<file path="config.mk">
export PLATFORM = sky130hd
export DESIGN_NAME = tick_clock_and_channel_delay_timers
export DESIGN_NICKNAME = d
export VERILOG_FILES = /design/src/tcdt_pkg.sv /design/src/tcdt_front.sv /design/src/tcdt_divider.sv /design/src/tcdt_back.sv /design/src/tick_clock_and_channel_delay_timers.sv
export VERILOG_INCLUDE_DIRS = /design/src /design/src/src
export SDC_FILE = /design/constraint.sdc
export NUM_CORES = 1
export LEC_CHECK = 0
export BUFFER_PORTS_ARGS = -buffer_cell sky130_fd_sc_hd__buf_2
export CAP_MARGIN = 25
export CELL_PAD_IN_SITES_DETAIL_PLACEMENT = 1
export CELL_PAD_IN_SITES_GLOBAL_PLACEMENT = 1
export CORE_MARGIN = 2
export CORE_UTILIZATION = 54
export DETAILED_ROUTE_END_ITERATION = 12
export PLACE_DENSITY_LB_ADDON = 0.15
export SYNTH_ARGS = -nofsm -noshare
export SYNTH_HDL_FRONTEND = slang
export SYNTH_HIERARCHICAL = 1
export SYNTH_SLANG_ARGS = --single-unit
</file>
<file path="constraint.sdc">
create_clock -name clock -period 10.1 [get_ports clock]
set_input_delay 0.505 -clock clock [delete_from_list [all_inputs] [get_ports clock]]
set_output_delay 0.505 -clock clock [all_outputs]
set_load 0.005 [all_outputs]
</file>
<file path="src/tick_clock_and_channel_delay_timers_assert.svh">
// Assertion macros shared by the tick clock and channel timer RTL.
// Depends on nothing; included by the modules that carry assertions.
`ifndef TICK_CLOCK_AND_CHANNEL_DELAY_TIMERS_ASSERT_SVH
`define TICK_CLOCK_AND_CHANNEL_DELAY_TIMERS_ASSERT_SVH

// The consequent must hold in the same cycle as the antecedent.
`define TCDT_ASSERT_NOW(label, clk, rst, ante, cons) \
   label: assert property (@(posedge clk) disable iff (rst) (ante) |-> (cons)) \
      else $error("tcdt assertion failed");

// The consequent must hold in the cycle after the antecedent.
`define TCDT_ASSERT_NEXT(label, clk, rst, ante, cons) \
   label: assert property (@(posedge clk) disable iff (rst) (ante) |=> (cons)) \
      else $error("tcdt assertion failed");

`endif

</file>
<file path="src/tcdt_pkg.sv">
// Package for the tick clock and channel delay timers: sizes, codes, payload types.
// Depends on nothing; used by every module of the block.
package tcdt_pkg;

   localparam int NUM_CHANNELS = 4;
   localparam int CH_W         = (NUM_CHANNELS > 1) ? $clog2(NUM_CHANNELS) : 1;
   localparam int QUEUE_DEPTH  = 2;
   localparam int QPTR_W       = $clog2(QUEUE_DEPTH);
   localparam int WORD_W       = 16;
   localparam int DIVIDEND_W   = WORD_W + 1;
   localparam int DIV_CNT_W    = $clog2(DIVIDEND_W + 1);
   localparam int CSR_IDX_W    = 2;

   localparam logic [5:0] SECONDS_MAX = 6'd59;
   localparam logic [5:0] MINUTES_MAX = 6'd59;
   localparam logic [4:0] HOURS_MAX   = 5'd23;

   localparam logic [WORD_W-1:0] TICK_PERIOD_RESET      = 16'd100;
   localparam logic [WORD_W-1:0] TICKS_PER_SECOND_RESET = 16'd10000;

   typedef enum logic [CSR_IDX_W-1:0] {
      CSR_TICK_PERIOD      = 2'd0,
      CSR_TICKS_PER_SECOND = 2'd1,
      CSR_CHANNEL_MODES    = 2'd2
   } csr_index_type;

   typedef enum logic [2:0] {
      REQ_TICK          = 3'd0,
      REQ_SET_DELAY     = 3'd1,
      REQ_SET_COMPARE   = 3'd2,
      REQ_RESET_COUNTER = 3'd3,
      REQ_SET_DATA      = 3'd4
   } req_code_type;

   typedef enum logic [2:0] {
      OP_TICK,
      OP_SET_DELAY,
      OP_SET_COMPARE,
      OP_RESET_COUNTER,
      OP_SET_DATA,
      OP_NONE
   } op_type;

   localparam logic [1:0] ACT_TRANSMIT = 2'd0;
   localparam logic [1:0] ACT_HANDLER  = 2'd2;

   localparam logic KIND_STATUS = 1'b0;
   localparam logic KIND_FIRE   = 1'b1;

   typedef struct packed {
      logic [2:0]        req_type;
      logic [2:0]        channel;
      logic [WORD_W-1:0] value;
   } req_item_type;

   typedef struct packed {
      logic              kind;
      logic [2:0]        fire_channel;
      logic [1:0]        action;
      logic [WORD_W-1:0] fire_data;
      logic [4:0]        clock_hours;
      logic [5:0]        clock_minutes;
      logic [5:0]        clock_seconds;
      logic              second_pulse;
      logic [WORD_W-1:0] rolling_ticks;
      logic              last;
   } rsp_item_type;

   typedef struct packed {
      op_type            op;
      logic [CH_W-1:0]   ch;
      logic [WORD_W-1:0] value;
   } cmd_type;

   typedef struct packed {
      logic                  start;
      logic [DIVIDEND_W-1:0] dividend;
      logic [WORD_W-1:0]     divisor;
   } div_req_type;

   typedef struct packed {
      logic              done;
      logic [WORD_W-1:0] quotient;
   } div_rsp_type;

   typedef enum logic [2:0] {
      BK_IDLE,
      BK_EXEC,
      BK_DIV,
      BK_SCAN,
      BK_STATUS
   } back_state_type;

endpackage

</file>
<file path="src/tcdt_front.sv">
// Front end: accepts requests, decodes them into commands and queues them.
// Depends on tcdt_pkg and the assertion macro header.
`include "tick_clock_and_channel_delay_timers_assert.svh"

module tcdt_front import tcdt_pkg::*; (
   input  logic         clock,
   input  logic         reset,
   input  logic         req_valid,
   output logic         req_ready,
   input  req_item_type req_item,
   output logic         cmd_valid,
   output cmd_type      cmd,
   input  logic         cmd_pop
);

   cmd_type           queue_ff [QUEUE_DEPTH];
   logic [QPTR_W-1:0] wr_ptr_ff, wr_ptr_in;
   logic [QPTR_W-1:0] rd_ptr_ff, rd_ptr_in;
   logic [QPTR_W:0]   count_ff, count_in;
   cmd_type           decoded;
   logic              ch_ok;
   logic              push;
   logic              pop;

   // Set-up requests for a channel that does not exist turn into no-ops.
   assign ch_ok = ({1'b0, req_item.channel} < 4'(NUM_CHANNELS));

   always_comb begin
      decoded.ch    = req_item.channel[CH_W-1:0];
      decoded.value = req_item.value;
      decoded.op    = OP_NONE;
      case (req_item.req_type)
         REQ_TICK:          decoded.op = OP_TICK;
         REQ_SET_DELAY:     decoded.op = ch_ok ? OP_SET_DELAY : OP_NONE;
         REQ_SET_COMPARE:   decoded.op = ch_ok ? OP_SET_COMPARE : OP_NONE;
         REQ_RESET_COUNTER: decoded.op = ch_ok ? OP_RESET_COUNTER : OP_NONE;
         REQ_SET_DATA:      decoded.op = ch_ok ? OP_SET_DATA : OP_NONE;
         default:           decoded.op = OP_NONE;
      endcase
   end

   assign req_ready = (count_ff < (QPTR_W+1)'(QUEUE_DEPTH));
   assign cmd_valid = (count_ff != '0);
   assign cmd       = queue_ff[rd_ptr_ff];
   assign push      = req_valid && req_ready;
   assign pop       = cmd_pop && cmd_valid;

   always_comb begin
      wr_ptr_in = wr_ptr_ff;
      rd_ptr_in = rd_ptr_ff;
      count_in  = count_ff;
      if (push) begin
         wr_ptr_in = (wr_ptr_ff == QPTR_W'(QUEUE_DEPTH - 1)) ? '0 : wr_ptr_ff + 1'b1;
      end
      if (pop) begin
         rd_ptr_in = (rd_ptr_ff == QPTR_W'(QUEUE_DEPTH - 1)) ? '0 : rd_ptr_ff + 1'b1;
      end
      if (push && !pop) begin
         count_in = count_ff + 1'b1;
      end else if (pop && !push) begin
         count_in = count_ff - 1'b1;
      end
   end

   always_ff @(posedge clock) begin
      if (reset) begin
         wr_ptr_ff <= '0;
         rd_ptr_ff <= '0;
         count_ff  <= '0;
      end else begin
         wr_ptr_ff <= wr_ptr_in;
         rd_ptr_ff <= rd_ptr_in;
         count_ff  <= count_in;
      end
   end

   always_ff @(posedge clock) begin
      if (push) begin
         queue_ff[wr_ptr_ff] <= decoded;
      end
   end

   `TCDT_ASSERT_NOW(a_queue_bound, clock, reset, 1'b1, count_ff <= (QPTR_W+1)'(QUEUE_DEPTH))
   `TCDT_ASSERT_NEXT(a_queue_fill, clock, reset, push && !pop, count_ff == $past(count_ff) + 1'b1)

endmodule

</file>
<file path="src/tcdt_divider.sv">
// Restoring divider, one quotient bit per cycle, for the microsecond to tick conversion.
// Depends on tcdt_pkg.
module tcdt_divider import tcdt_pkg::*; (
   input  logic        clock,
   input  logic        reset,
   input  div_req_type div_req,
   output div_rsp_type div_rsp
);

   logic                  busy_ff, busy_in;
   logic                  done_ff, done_in;
   logic [DIV_CNT_W-1:0]  cnt_ff, cnt_in;
   logic [WORD_W-1:0]     rem_ff, rem_in;
   logic [WORD_W-1:0]     den_ff, den_in;
   logic [DIVIDEND_W-1:0] quo_ff, quo_in;
   logic [WORD_W:0]       trial;
   logic                  fits;

   // The dividend shifts out at the top while quotient bits shift in at the bottom.
   assign trial = {rem_ff, quo_ff[DIVIDEND_W-1]};
   assign fits  = (trial >= {1'b0, den_ff});

   always_comb begin
      busy_in = busy_ff;
      done_in = 1'b0;
      cnt_in  = cnt_ff;
      rem_in  = rem_ff;
      den_in  = den_ff;
      quo_in  = quo_ff;
      if (div_req.start) begin
         busy_in = 1'b1;
         cnt_in  = DIV_CNT_W'(DIVIDEND_W);
         rem_in  = '0;
         den_in  = div_req.divisor;
         quo_in  = div_req.dividend;
      end else if (busy_ff) begin
         rem_in = fits ? WORD_W'(trial - {1'b0, den_ff}) : trial[WORD_W-1:0];
         quo_in = {quo_ff[DIVIDEND_W-2:0], fits};
         cnt_in = cnt_ff - 1'b1;
         if (cnt_ff == DIV_CNT_W'(1)) begin
            busy_in = 1'b0;
            done_in = 1'b1;
         end
      end
   end

   always_ff @(posedge clock) begin
      if (reset) begin
         busy_ff <= 1'b0;
         done_ff <= 1'b0;
         cnt_ff  <= '0;
      end else begin
         busy_ff <= busy_in;
         done_ff <= done_in;
         cnt_ff  <= cnt_in;
      end
   end

   always_ff @(posedge clock) begin
      rem_ff <= rem_in;
      den_ff <= den_in;
      quo_ff <= quo_in;
   end

   assign div_rsp.done     = done_ff;
   assign div_rsp.quotient = quo_ff[WORD_W-1:0];

endmodule

</file>
<file path="src/tcdt_back.sv">
// Back end: runs queued commands, keeps the clock and channel timers, emits results.
// Depends on tcdt_pkg, tcdt_divider and the assertion macro header.
`include "tick_clock_and_channel_delay_timers_assert.svh"

module tcdt_back import tcdt_pkg::*; (
   input  logic                 clock,
   input  logic                 reset,
   input  logic                 csr_write_en,
   input  logic [CSR_IDX_W-1:0] csr_index,
   input  logic [WORD_W-1:0]    csr_write_data,
   input  logic                 cmd_valid,
   input  cmd_type              cmd,
   output logic                 cmd_pop,
   output logic                 rsp_valid,
   input  logic                 rsp_ready,
   output rsp_item_type         rsp_item
);

   back_state_type    state_ff, state_in;
   cmd_type           cmd_ff, cmd_in;
   logic [CH_W-1:0]   scan_ch_ff, scan_ch_in;
   logic              phase_ff, phase_in;
   logic              pulse_ff, pulse_in;

   logic [WORD_W-1:0] period_ff, tps_ff, modes_ff;

   logic [WORD_W-1:0] subsec_ff, subsec_in;
   logic [4:0]        hours_ff, hours_in;
   logic [5:0]        minutes_ff, minutes_in;
   logic [5:0]        seconds_ff, seconds_in;
   logic [WORD_W-1:0] ticks_ff, ticks_in;

   logic [WORD_W-1:0] oneshot_ff [NUM_CHANNELS];
   logic [WORD_W-1:0] target_ff [NUM_CHANNELS];
   logic [WORD_W-1:0] free_ff [NUM_CHANNELS];
   logic [WORD_W-1:0] word_ff [NUM_CHANNELS];

   logic              rsp_valid_ff, rsp_valid_in;
   rsp_item_type      rsp_item_ff, rsp_item_in;

   logic [CH_W-1:0]   ch_sel;
   logic [WORD_W-1:0] rem_cur, target_cur, free_cur;
   logic [1:0]        mode_cur;
   logic              out_free;
   logic              load;
   rsp_item_type      fire_item, status_item;
   logic              rem_we, target_we, free_we, word_we;
   logic [WORD_W-1:0] rem_wd, target_wd, free_wd;
   logic [WORD_W-1:0] sub_inc;
   logic [WORD_W-1:0] divisor;

   div_req_type       div_req;
   div_rsp_type       div_rsp;

   tcdt_divider u_divider (
      .clock   (clock),
      .reset   (reset),
      .div_req (div_req),
      .div_rsp (div_rsp)
   );

   // All channel arrays are read and written at one address per cycle.
   assign ch_sel     = (state_ff == BK_SCAN) ? scan_ch_ff : cmd_ff.ch;
   assign rem_cur    = oneshot_ff[ch_sel];
   assign target_cur = target_ff[ch_sel];
   assign free_cur   = free_ff[ch_sel];
   assign mode_cur   = modes_ff[{ch_sel, 1'b0} +: 2];
   assign out_free   = !rsp_valid_ff || rsp_ready;
   assign sub_inc    = subsec_ff + 1'b1;
   assign divisor    = (period_ff == '0) ? WORD_W'(1) : period_ff;

   always_comb begin
      fire_item              = '0;
      fire_item.kind         = KIND_FIRE;
      fire_item.fire_channel = 3'(ch_sel);
      fire_item.action       = mode_cur[1] ? ACT_HANDLER : mode_cur;
      fire_item.fire_data    = word_ff[ch_sel];
      fire_item.last         = 1'b0;

      status_item               = '0;
      status_item.kind          = KIND_STATUS;
      status_item.clock_hours   = hours_ff;
      status_item.clock_minutes = minutes_ff;
      status_item.clock_seconds = seconds_ff;
      status_item.second_pulse  = pulse_ff;
      status_item.rolling_ticks = ticks_ff;
      status_item.last          = 1'b1;
   end

   always_comb begin
      state_in    = state_ff;
      cmd_in      = cmd_ff;
      scan_ch_in  = scan_ch_ff;
      phase_in    = phase_ff;
      pulse_in    = pulse_ff;
      subsec_in   = subsec_ff;
      hours_in    = hours_ff;
      minutes_in  = minutes_ff;
      seconds_in  = seconds_ff;
      ticks_in    = ticks_ff;
      cmd_pop     = 1'b0;
      load        = 1'b0;
      rsp_item_in = rsp_item_ff;
      rem_we      = 1'b0;
      rem_wd      = rem_cur;
      target_we   = 1'b0;
      target_wd   = target_cur;
      free_we     = 1'b0;
      free_wd     = free_cur;
      word_we     = 1'b0;
      div_req.start    = 1'b0;
      div_req.dividend = DIVIDEND_W'(cmd_ff.value) + DIVIDEND_W'(divisor >> 1);
      div_req.divisor  = divisor;

      case (state_ff)
         BK_IDLE: begin
            if (cmd_valid) begin
               cmd_pop  = 1'b1;
               cmd_in   = cmd;
               state_in = BK_EXEC;
            end
         end
         BK_EXEC: begin
            pulse_in = 1'b0;
            case (cmd_ff.op)
               OP_TICK: begin
                  ticks_in = ticks_ff + 1'b1;
                  if (sub_inc >= tps_ff) begin
                     subsec_in = '0;
                     pulse_in  = 1'b1;
                     if (seconds_ff < SECONDS_MAX) begin
                        seconds_in = seconds_ff + 1'b1;
                     end else begin
                        seconds_in = '0;
                        if (minutes_ff < MINUTES_MAX) begin
                           minutes_in = minutes_ff + 1'b1;
                        end else begin
                           minutes_in = '0;
                           hours_in   = (hours_ff < HOURS_MAX) ? hours_ff + 1'b1 : '0;
                        end
                     end
                  end else begin
                     subsec_in = sub_inc;
                  end
                  scan_ch_in = '0;
                  phase_in   = 1'b0;
                  state_in   = BK_SCAN;
               end
               OP_SET_DELAY, OP_SET_COMPARE: begin
                  div_req.start = 1'b1;
                  state_in      = BK_DIV;
               end
               OP_RESET_COUNTER: begin
                  // An armed compare keeps its counter running.
                  if (target_cur == '0) begin
                     free_we = 1'b1;
                     free_wd = '0;
                  end
                  state_in = BK_STATUS;
               end
               OP_SET_DATA: begin
                  word_we  = 1'b1;
                  state_in = BK_STATUS;
               end
               default: begin
                  state_in = BK_STATUS;
               end
            endcase
         end
         BK_DIV: begin
            if (div_rsp.done) begin
               if (cmd_ff.op == OP_SET_DELAY) begin
                  rem_we = 1'b1;
                  rem_wd = div_rsp.quotient;
               end else begin
                  target_we = 1'b1;
                  target_wd = div_rsp.quotient;
               end
               state_in = BK_STATUS;
            end
         end
         BK_SCAN: begin
            if (out_free) begin
               if (!phase_ff) begin
                  free_we = 1'b1;
                  free_wd = free_cur + 1'b1;
                  if (rem_cur != '0) begin
                     rem_we = 1'b1;
                     rem_wd = rem_cur - 1'b1;
                     if (rem_cur == WORD_W'(1)) begin
                        load        = 1'b1;
                        rsp_item_in = fire_item;
                     end
                  end
                  phase_in = 1'b1;
               end else begin
                  // The free counter was already advanced in the one-shot step.
                  if ((target_cur != '0) && (free_cur >= target_cur)) begin
                     target_we   = 1'b1;
                     target_wd   = '0;
                     load        = 1'b1;
                     rsp_item_in = fire_item;
                  end
                  phase_in = 1'b0;
                  if (scan_ch_ff == CH_W'(NUM_CHANNELS - 1)) begin
                     state_in = BK_STATUS;
                  end else begin
                     scan_ch_in = scan_ch_ff + 1'b1;
                  end
               end
            end
         end
         BK_STATUS: begin
            if (out_free) begin
               load        = 1'b1;
               rsp_item_in = status_item;
               state_in    = BK_IDLE;
            end
         end
         default: begin
            state_in = BK_IDLE;
         end
      endcase

      if (load) begin
         rsp_valid_in = 1'b1;
      end else if (rsp_ready) begin
         rsp_valid_in = 1'b0;
      end else begin
         rsp_valid_in = rsp_valid_ff;
      end
   end

   always_ff @(posedge clock) begin
      if (reset) begin
         state_ff     <= BK_IDLE;
         scan_ch_ff   <= '0;
         phase_ff     <= 1'b0;
         pulse_ff     <= 1'b0;
         subsec_ff    <= '0;
         hours_ff     <= '0;
         minutes_ff   <= '0;
         seconds_ff   <= '0;
         ticks_ff     <= '0;
         rsp_valid_ff <= 1'b0;
         for (int i = 0; i < NUM_CHANNELS; i++) begin
            oneshot_ff[i] <= '0;
            target_ff[i]  <= '0;
            free_ff[i]    <= '0;
            word_ff[i]    <= '0;
         end
      end else begin
         state_ff     <= state_in;
         scan_ch_ff   <= scan_ch_in;
         phase_ff     <= phase_in;
         pulse_ff     <= pulse_in;
         subsec_ff    <= subsec_in;
         hours_ff     <= hours_in;
         minutes_ff   <= minutes_in;
         seconds_ff   <= seconds_in;
         ticks_ff     <= ticks_in;
         rsp_valid_ff <= rsp_valid_in;
         if (rem_we) begin
            oneshot_ff[ch_sel] <= rem_wd;
         end
         if (target_we) begin
            target_ff[ch_sel] <= target_wd;
         end
         if (free_we) begin
            free_ff[ch_sel] <= free_wd;
         end
         if (word_we) begin
            word_ff[ch_sel] <= cmd_ff.value;
         end
      end
   end

   always_ff @(posedge clock) begin
      if (reset) begin
         period_ff <= TICK_PERIOD_RESET;
         tps_ff    <= TICKS_PER_SECOND_RESET;
         modes_ff  <= '0;
      end else if (csr_write_en) begin
         case (csr_index)
            CSR_TICK_PERIOD:      period_ff <= csr_write_data;
            CSR_TICKS_PER_SECOND: tps_ff    <= csr_write_data;
            CSR_CHANNEL_MODES:    modes_ff  <= csr_write_data;
            default: begin
            end
         endcase
      end
   end

   always_ff @(posedge clock) begin
      cmd_ff      <= cmd_in;
      rsp_item_ff <= rsp_item_in;
   end

   assign rsp_valid = rsp_valid_ff;
   assign rsp_item  = rsp_item_ff;

   `TCDT_ASSERT_NOW(a_div_done_waiting, clock, reset, div_rsp.done, state_ff == BK_DIV)
   `TCDT_ASSERT_NOW(a_status_is_last, clock, reset, rsp_valid_ff, rsp_item_ff.last == !rsp_item_ff.kind)
   `TCDT_ASSERT_NOW(a_clock_range, clock, reset, 1'b1, (hours_ff <= HOURS_MAX) && (minutes_ff <= MINUTES_MAX) && (seconds_ff <= SECONDS_MAX))

endmodule

</file>
<file path="src/tick_clock_and_channel_delay_timers.sv">
// Tick clock and channel delay timers. Requests are decoded into a two-entry command
// queue and run one at a time by the back end; results leave through an output
// register, so a new request is taken while a result waits. A tick runs through the
// execute, scan and status states; the scan checks the one-shot and then the compare
// timer of each channel in turn, and a stalled result side holds it. Delay and compare
// set-up wait on the one-bit-per-cycle divider that converts microseconds to ticks over
// 17 quotient bits; other set-up requests go from execute straight to status. There is
// no clearing pass after reset. Configuration is written at csr_index 0 (tick period in
// microseconds), 1 (ticks per second) and 2 (two mode bits per channel).
module tick_clock_and_channel_delay_timers import tcdt_pkg::*; (
   input  logic                 clock,
   input  logic                 reset,
   input  logic                 csr_write_en,
   input  logic [CSR_IDX_W-1:0] csr_index,
   input  logic [WORD_W-1:0]    csr_write_data,
   input  logic                 req_valid,
   output logic                 req_ready,
   input  req_item_type         req_item,
   output logic                 rsp_valid,
   input  logic                 rsp_ready,
   output rsp_item_type         rsp_item
);

   logic    cmd_valid;
   logic    cmd_pop;
   cmd_type cmd;

   tcdt_front u_front (
      .clock     (clock),
      .reset     (reset),
      .req_valid (req_valid),
      .req_ready (req_ready),
      .req_item  (req_item),
      .cmd_valid (cmd_valid),
      .cmd       (cmd),
      .cmd_pop   (cmd_pop)
   );

   tcdt_back u_back (
      .clock          (clock),
      .reset          (reset),
      .csr_write_en   (csr_write_en),
      .csr_index      (csr_index),
      .csr_write_data (csr_write_data),
      .cmd_valid      (cmd_valid),
      .cmd            (cmd),
      .cmd_pop        (cmd_pop),
      .rsp_valid      (rsp_valid),
      .rsp_ready      (rsp_ready),
      .rsp_item       (rsp_item)
   );

endmodule
</file>
# Word level (Yosys, flattened, before mapping)

Memories as Yosys holds them, arrays and structs flattened. A register that Yosys moved wholly into a read port is not among the register bits.
Cells that the tools add are included.

Bits in registers: 222
RAM bits: 298
Memories: 5
Word-level logic and storage cells: 262
Output and inout port bits: 59
Input bits: 45

Bitwise operators: 3
$lt $le $gt $ge: 8
Muxes and demuxes: 126
Equality and inequality tests: 28
Shift-type cells: 1
Reduce and logical (&&, ||, !) cells: 42
Add/sub/neg operators: 15

Memory list:

| name              | words | width | rd ports | clocked after memory_dff | write ports | line             | source |
|---|---|---|---|---|---|---|---|
| u_back.free_ff    | 4     | 16    | 1        | 0                        | 4           | tcdt_back.sv:35  | `logic [WORD_W-1:0] free_ff [NUM_CHANNELS];` |
| u_back.oneshot_ff | 4     | 16    | 1        | 0                        | 4           | tcdt_back.sv:33  | `logic [WORD_W-1:0] oneshot_ff [NUM_CHANNELS];` |
| u_back.target_ff  | 4     | 16    | 1        | 0                        | 4           | tcdt_back.sv:34  | `logic [WORD_W-1:0] target_ff [NUM_CHANNELS];` |
| u_back.word_ff    | 4     | 16    | 1        | 0                        | 4           | tcdt_back.sv:36  | `logic [WORD_W-1:0] word_ff [NUM_CHANNELS];` |
| u_front.queue_ff  | 2     | 21    | 1        | 1                        | 1           | tcdt_front.sv:16 | `cmd_type queue_ff [QUEUE_DEPTH];` |

Operators with widths:

| operator              | number |
|---|---|
| $mux 57               | 6 |
| $mux 16               | 21 |
| $pmux 57 s2           | 1 |
| $pmux 16 s2           | 3 |
| $reduce_or 16->1      | 4 |
| $mux 1                | 58 |
| $add 16x1->16 const B | 3 |
| $mux 17               | 2 |
| $ge 16x16->1          | 2 |
| $logic_not 16->1      | 2 |
| $reduce_bool 16->1    | 2 |
| $pmux 3 s5            | 2 |
| $mux 3                | 9 |
| $mux 2                | 12 |
| $eq 3x2->1 const B    | 6 |
| $add 16x15->17        | 1 |
| $ge 17x16->1          | 1 |
| $eq 16x1->1 const B   | 1 |
| $shiftx 16x4->2       | 1 |
| $sub 16x1->16 const B | 1 |
| $sub 16x16->16        | 1 |
| $mux 5                | 3 |
| $add 6x1->6 const B   | 2 |
| $lt 6x6->1 const B    | 2 |
| other kinds (35)      | 77 |

# Logic depth before layout (Yosys ltp)

An unclocked memory read counts as a cell.

Word-level depth: 14
Depth in mapped cells: 20
Gate-level depth less buffers: 16

# Cells and area by module

Netlist, hierarchy kept.

Modules (own cells, without submodules):

| module       | area an instance (µm²) | cells an instance | times used | sequential area each (µm²) |
|---|---|---|---|---|
| tcdt_back    | 21684.5                | 1958              | 1          | 11941.5 |
| tcdt_divider | 3144.3                 | 301               | 1          | 1451.4 |
| tcdt_front   | 1755.4                 | 94                | 1          | 1361.3 |

# Worst setup path after synthesis

OpenSTA, ideal clock, no wires.

Path kind: register to register
Start: reg u_back.state_ff[2]
End: reg u_back.rsp_item_ff, in the netlist u_back/rsp_item[0] (enable)
Path buffers: 4
Data required time: 9618 ps
Cell stages (with the launch flop): 13
Library setup time: 482 ps
Arrival: 4994 ps
Slack: 4624 ps
Clock period less this slack: 5476 ps
Cell sequence: dfxtp_1 > and3b_1 > buf_6 > o21ai_4 > buf_8 > buf_12 > buf_12 > a211oi_1 > or2_2 > ha_1 > nor4b_1 > a31oi_1 > o21bai_1

Word-level cells in the longest chain between the ends: 7
Elaborated cells on any way between the ends: 18
Those cells by class: order compare (1); eq/ne (8); mux (1); reduce/logical (5); memory (3)

RTL lines:

| element                                                   | line                              | source |
|---|---|---|
| start, declared                                           | tcdt_back.sv:19                   | `back_state_type state_ff, state_in;` |
| start signal, assigned                                    | tcdt_back.sv:253                  | `state_ff <= state_in;` |
| $eq 3x2->1                                                | tcdt_back.sv:63, tcdt_back.sv:115 |  |
| $mux 2                                                    | tcdt_back.sv:63                   | `assign ch_sel = (state_ff == BK_SCAN) ? scan_ch_ff : cmd_ff.ch;` |
| $mem_v2 4x16 (on tied branches)                           | -                                 |  |
| $ge 16x16->1 / $reduce_bool 16->1 (equally long branches) | tcdt_back.sv:198                  | `if ((target_cur != '0) && (free_cur >= target_cur)) begin` |
| $logic_and 1x1->1                                         | tcdt_back.sv:198                  |  |
| $ne 3x3->1 (no line)                                      | -                                 |  |
| $reduce_and 6->1 (no line) *                              | -                                 |  |
| end signal, assigned                                      | tcdt_back.sv:296                  | `rsp_item_ff <= rsp_item_in;` |
| end, declared                                             | tcdt_back.sv:39                   | `rsp_item_type rsp_item_ff, rsp_item_in;` |

Mark *: on every way between the ends. The rest lies on a longest branch, timed or not.
A chain may end at the register's enable or synchronous reset.

==> results.py <==
metrics = {
    "synthesis": {
        "yosys.area.top_type": "edfxtp_1",
        "ys_types": 97,
        "synth_ff_type": "edfxtp_1",
        "synthArstFlopShare_pct": 0,
        "synth_compound_gate_area_share_pct": 8.13,
        "yosys.area_share.simple_pct": 15.5,
        "synth_top_family_by_area": "simple AND/OR/NAND/NOR gates",
        "synth_top_area_share_pct": 46.1,
        "synth_xor_area_share_pct": 2.87,
        "muxShareOfSynthArea_pct": 9.69,
        "synth_seq_cells": 533,
        "avgSynthCellArea_sq_um": 11.3,
        "syn_inst": 2353,
        "ys_top_cells_by_area": "edfxtp_1, dfxtp_1, mux2i_1",
        "synth_edf_count": 408,
        "synth-warning-count": 6,
        "synthesis.nets": 2474,
        "syn_area_sq_um": 26600,
        "ys_seq_area_share_pct": 55.5,
        "synth-adder-area-share_pct": 3.63,
    },
    "worst_setup_path": {
        "end_kind": "flip-flop",
        "crit_path_start_kind": "flip-flop",
        "reg2reg_from": "u_back/state_ff[2]$_SDFFE_PP0P_",
        "required_ps": 10480,
        "startpoint": "u_back/state_ff[2]$_SDFFE_PP0P_",
        "reg2reg_to": "u_back/target_ff[3][7]$_DFFE_PP_",
        "arrival_ps": 6130,
        "critPathKind": "flip-flop to flip-flop",
        "critPathMaxFanout": 60,
        "r2r_cells": 19,
        "ff2ff_setup_slack_ps": 4350,
    },
    "routing": {
        "wl_per_cell_microns": 23.7,
        "vias": 18661,
        "routed_wl_mm": 73.6,
        "antenna_left": 0,
        "drcViolationCount": 0,
        "vias_per_cell": 6.00,
        "dr.pass1.iters": 5,
        "drtIter0Drc": 1298,
    },
    "clocking": {
        "insertion_delay_ps": 630,
        "cts_setup_buffers": 0,
        "post_cts_resize_count": 0,
        "clock_path_buffers": 3,
        "clock-sinks": 533,
        "path_clk_slew_ps": 60,
        "cts_buffers": 54,
        "hold_buffers": 0,
        "cts_root_buf": "clkbuf_16",
        "htreeDepth": 2,
        "cts_tree": "yes",
    },
    "timing": {
        "skew_ps": 11.1,
        "hold_viol": 0,
        "drv_slew": 0,
        "finalCriticalPeriod_ps": 5750,
        "fin_tns_setup_ps": 0,
        "timing.final.crit_share_pct": 56.9,
        "rsz0062_at_grt": "false",
        "setup_viol": 0,
        "relSlewSlack_pct": 28.7,
        "tightest_slew_ps": 1060,
        "setup_slack_ps": 4350,
        "timing.fmax_mhz": 174,
    },
    "floorplanning": {
        "io_pins": 104,
        "die_x_microns": 226,
        "core.rowCount": 81,
        "initial_core_util_pct": 54.5,
        "die_h_microns": 226,
        "die_area_sq_um": 51000,
        "core-area_sq_um": 48700,
    },
    "pwr": {
        "powerDensity_nw_per_um2": 250,
        "p_leak_nw": 11.6,
        "ir_worst_vdd_mv": 0.158,
    },
    "place": {
        "post-place-ws_ps": 4470,
        "io_buffers": 102,
        "gp_congestion": 0.861,
        "hpwl_mm": 51.3,
    },
    "finish": {
        "n_antenna_cell": 0,
        "final_common_cell": "edfxtp_1",
        "final_cell_mix": "edfxtp_1, nor2_1, nand2_1, mux2i_1, dfxtp_1",
        "nets": 2520,
        "drive_gt1_share_pct": 14.1,
        "areaGrowthSynthToFinish_pct": 10.1,
    },
    "worst_hold_path": {
        "hold_path_depth": 1,
        "hold_class": "primary input to flip-flop",
        "hold_end": "u_front/queue_ff[1][2]$_DFFE_PP_",
        "hp-start": "req_item[2]",
    },
    "job": {
        "drv_cap": 0,
    },
    "grt": {
        "grt_pass1_vias": 19322,
        "grt_max_degree": 61,
        "grt_pass1_wl_mm": 113,
        "grt.overflow.total": 0,
        "grt_usage_pct": 29.0,
        "grt_antenna_before_repair": 1,
    },
    "outcome": {
        "outcome": "finished, final reports clean",
    },
}
==> metrics by stage <==
stage	total power (W)	hold slack, ps	area, sq um	util (%)	std cells
CTS	0.00732	37.3	29200	59.9	3104
detailed placement	0.00530	453	27400	56.3	3002
global route	0.00766	50.0	29300	60.1	3109
floorplan	0.00459	432	26600	-	2353
global placement	0.00519	442	27400	56.3	3002
finish	0.00732	65.5	29300	60.1	3109
==> sequential cells by signal, indices dropped and copies added (netlist names), 2 cells and up, named ones only <==
register / cells
u_back/cmd_ff: 21
u_back/free_ff: 64
u_back/hours_ff: 5
u_back/minutes_ff: 6
u_back/modes_ff: 8
u_back/oneshot_ff: 64
u_back/period_ff: 16
u_back/rsp_item: 56
u_back/scan_ch_ff: 2
u_back/seconds_ff: 6
u_back/state_ff: 3
u_back/subsec_ff: 16
u_back/target_ff: 64
u_back/ticks_ff: 16
u_back/tps_ff: 16
u_back/u_divider/cnt_ff: 5
u_back/u_divider/den_ff: 16
u_back/u_divider/quo_ff: 17
u_back/u_divider/rem_ff: 16
u_back/word_ff: 64
u_front/count_ff: 2
u_front/queue_ff: 42
==> how the worst max path moves through the flow <==
stage	to	slack, ps	depth (start not counted)
floorplan	u_back/rsp_item[0]$_DFFE_PP_	4620	12
global placement	u_back/target_ff[3][12]$_DFFE_PP_	4680	17
detailed placement	u_back/target_ff[3][14]$_DFFE_PP_	4470	19
CTS	u_back/target_ff[3][9]$_DFFE_PP_	4440	19
global route	u_back/target_ff[3][9]$_DFFE_PP_	4060	19
finish	u_back/target_ff[3][7]$_DFFE_PP_	4350	19
==> where the power goes <==
part / total, W / leakage, nW / internal [W] / switching (W)
clock network: 0.00200 / 0.867 / 0.00114 / 0.000868
logic: 0.00239 / 5.75 / 0.000887 / 0.00150
registers: 0.00292 / 5.02 / 0.00267 / 0.000251
==> cell families after synthesis <==
logic type / count (synthesis)
AO/OA/AOI/OAI: 331
other: 1
AND/OR/NAND/NOR: 840
adder cells (fa/ha/maj): 76
XOR/XNOR: 87
flip-flops: 533
multiplexers: 223
buffers and inverters: 262
==> cells in the mapped netlist, types with 57 or more instances <==
library cell  count
a21oi_1          99
and3_1           85
clkbuf_1         83
dfxtp_1         125
edfxtp_1        408
ha_1             74
inv_1           108
mux2i_1         150
nand2_1         221
nor2_1          248
nor3_1           61
o21ai_0          57
==> metal layers <==
metal	routed length, microns	track usage, %	vias up
li1	-	-	8589
met1	30600	37.1	9434
met2	36900	50.6	496
met3	3640	4.16	142
met4	2480	9.63	0
met5	0	0	-
==> area by class of cell <==
class                           count  area (sq um)
Sequential cell                   533         14800
Clock buffer                       81          1540
Fill cell                        5056         19500
Tap cell                          664           831
Inverter                          109           409
Timing Repair Buffer              143           856
Clock inverter                     21           226
Multi-Input combinational cell   1558         10700
==> critical path: stages, from the launching register on <==
cell	delay (ps)
dfxtp_1	420
buf_4	360
nand3b_4	220
buf_4	670
a21o_2	560
buf_4	500
nand2_1	120
nand3_1	120
nand2_1	80
ha_1	320
a21o_1	190
a21o_1	170
a21oi_1	170
o21ai_0	130
nand3_1	100
nand2_1	60
o211a_1	290
nor3_1	440
a21oi_1	270
buf_4	280
Note: power is estimated with default switching activity, not from simulation.
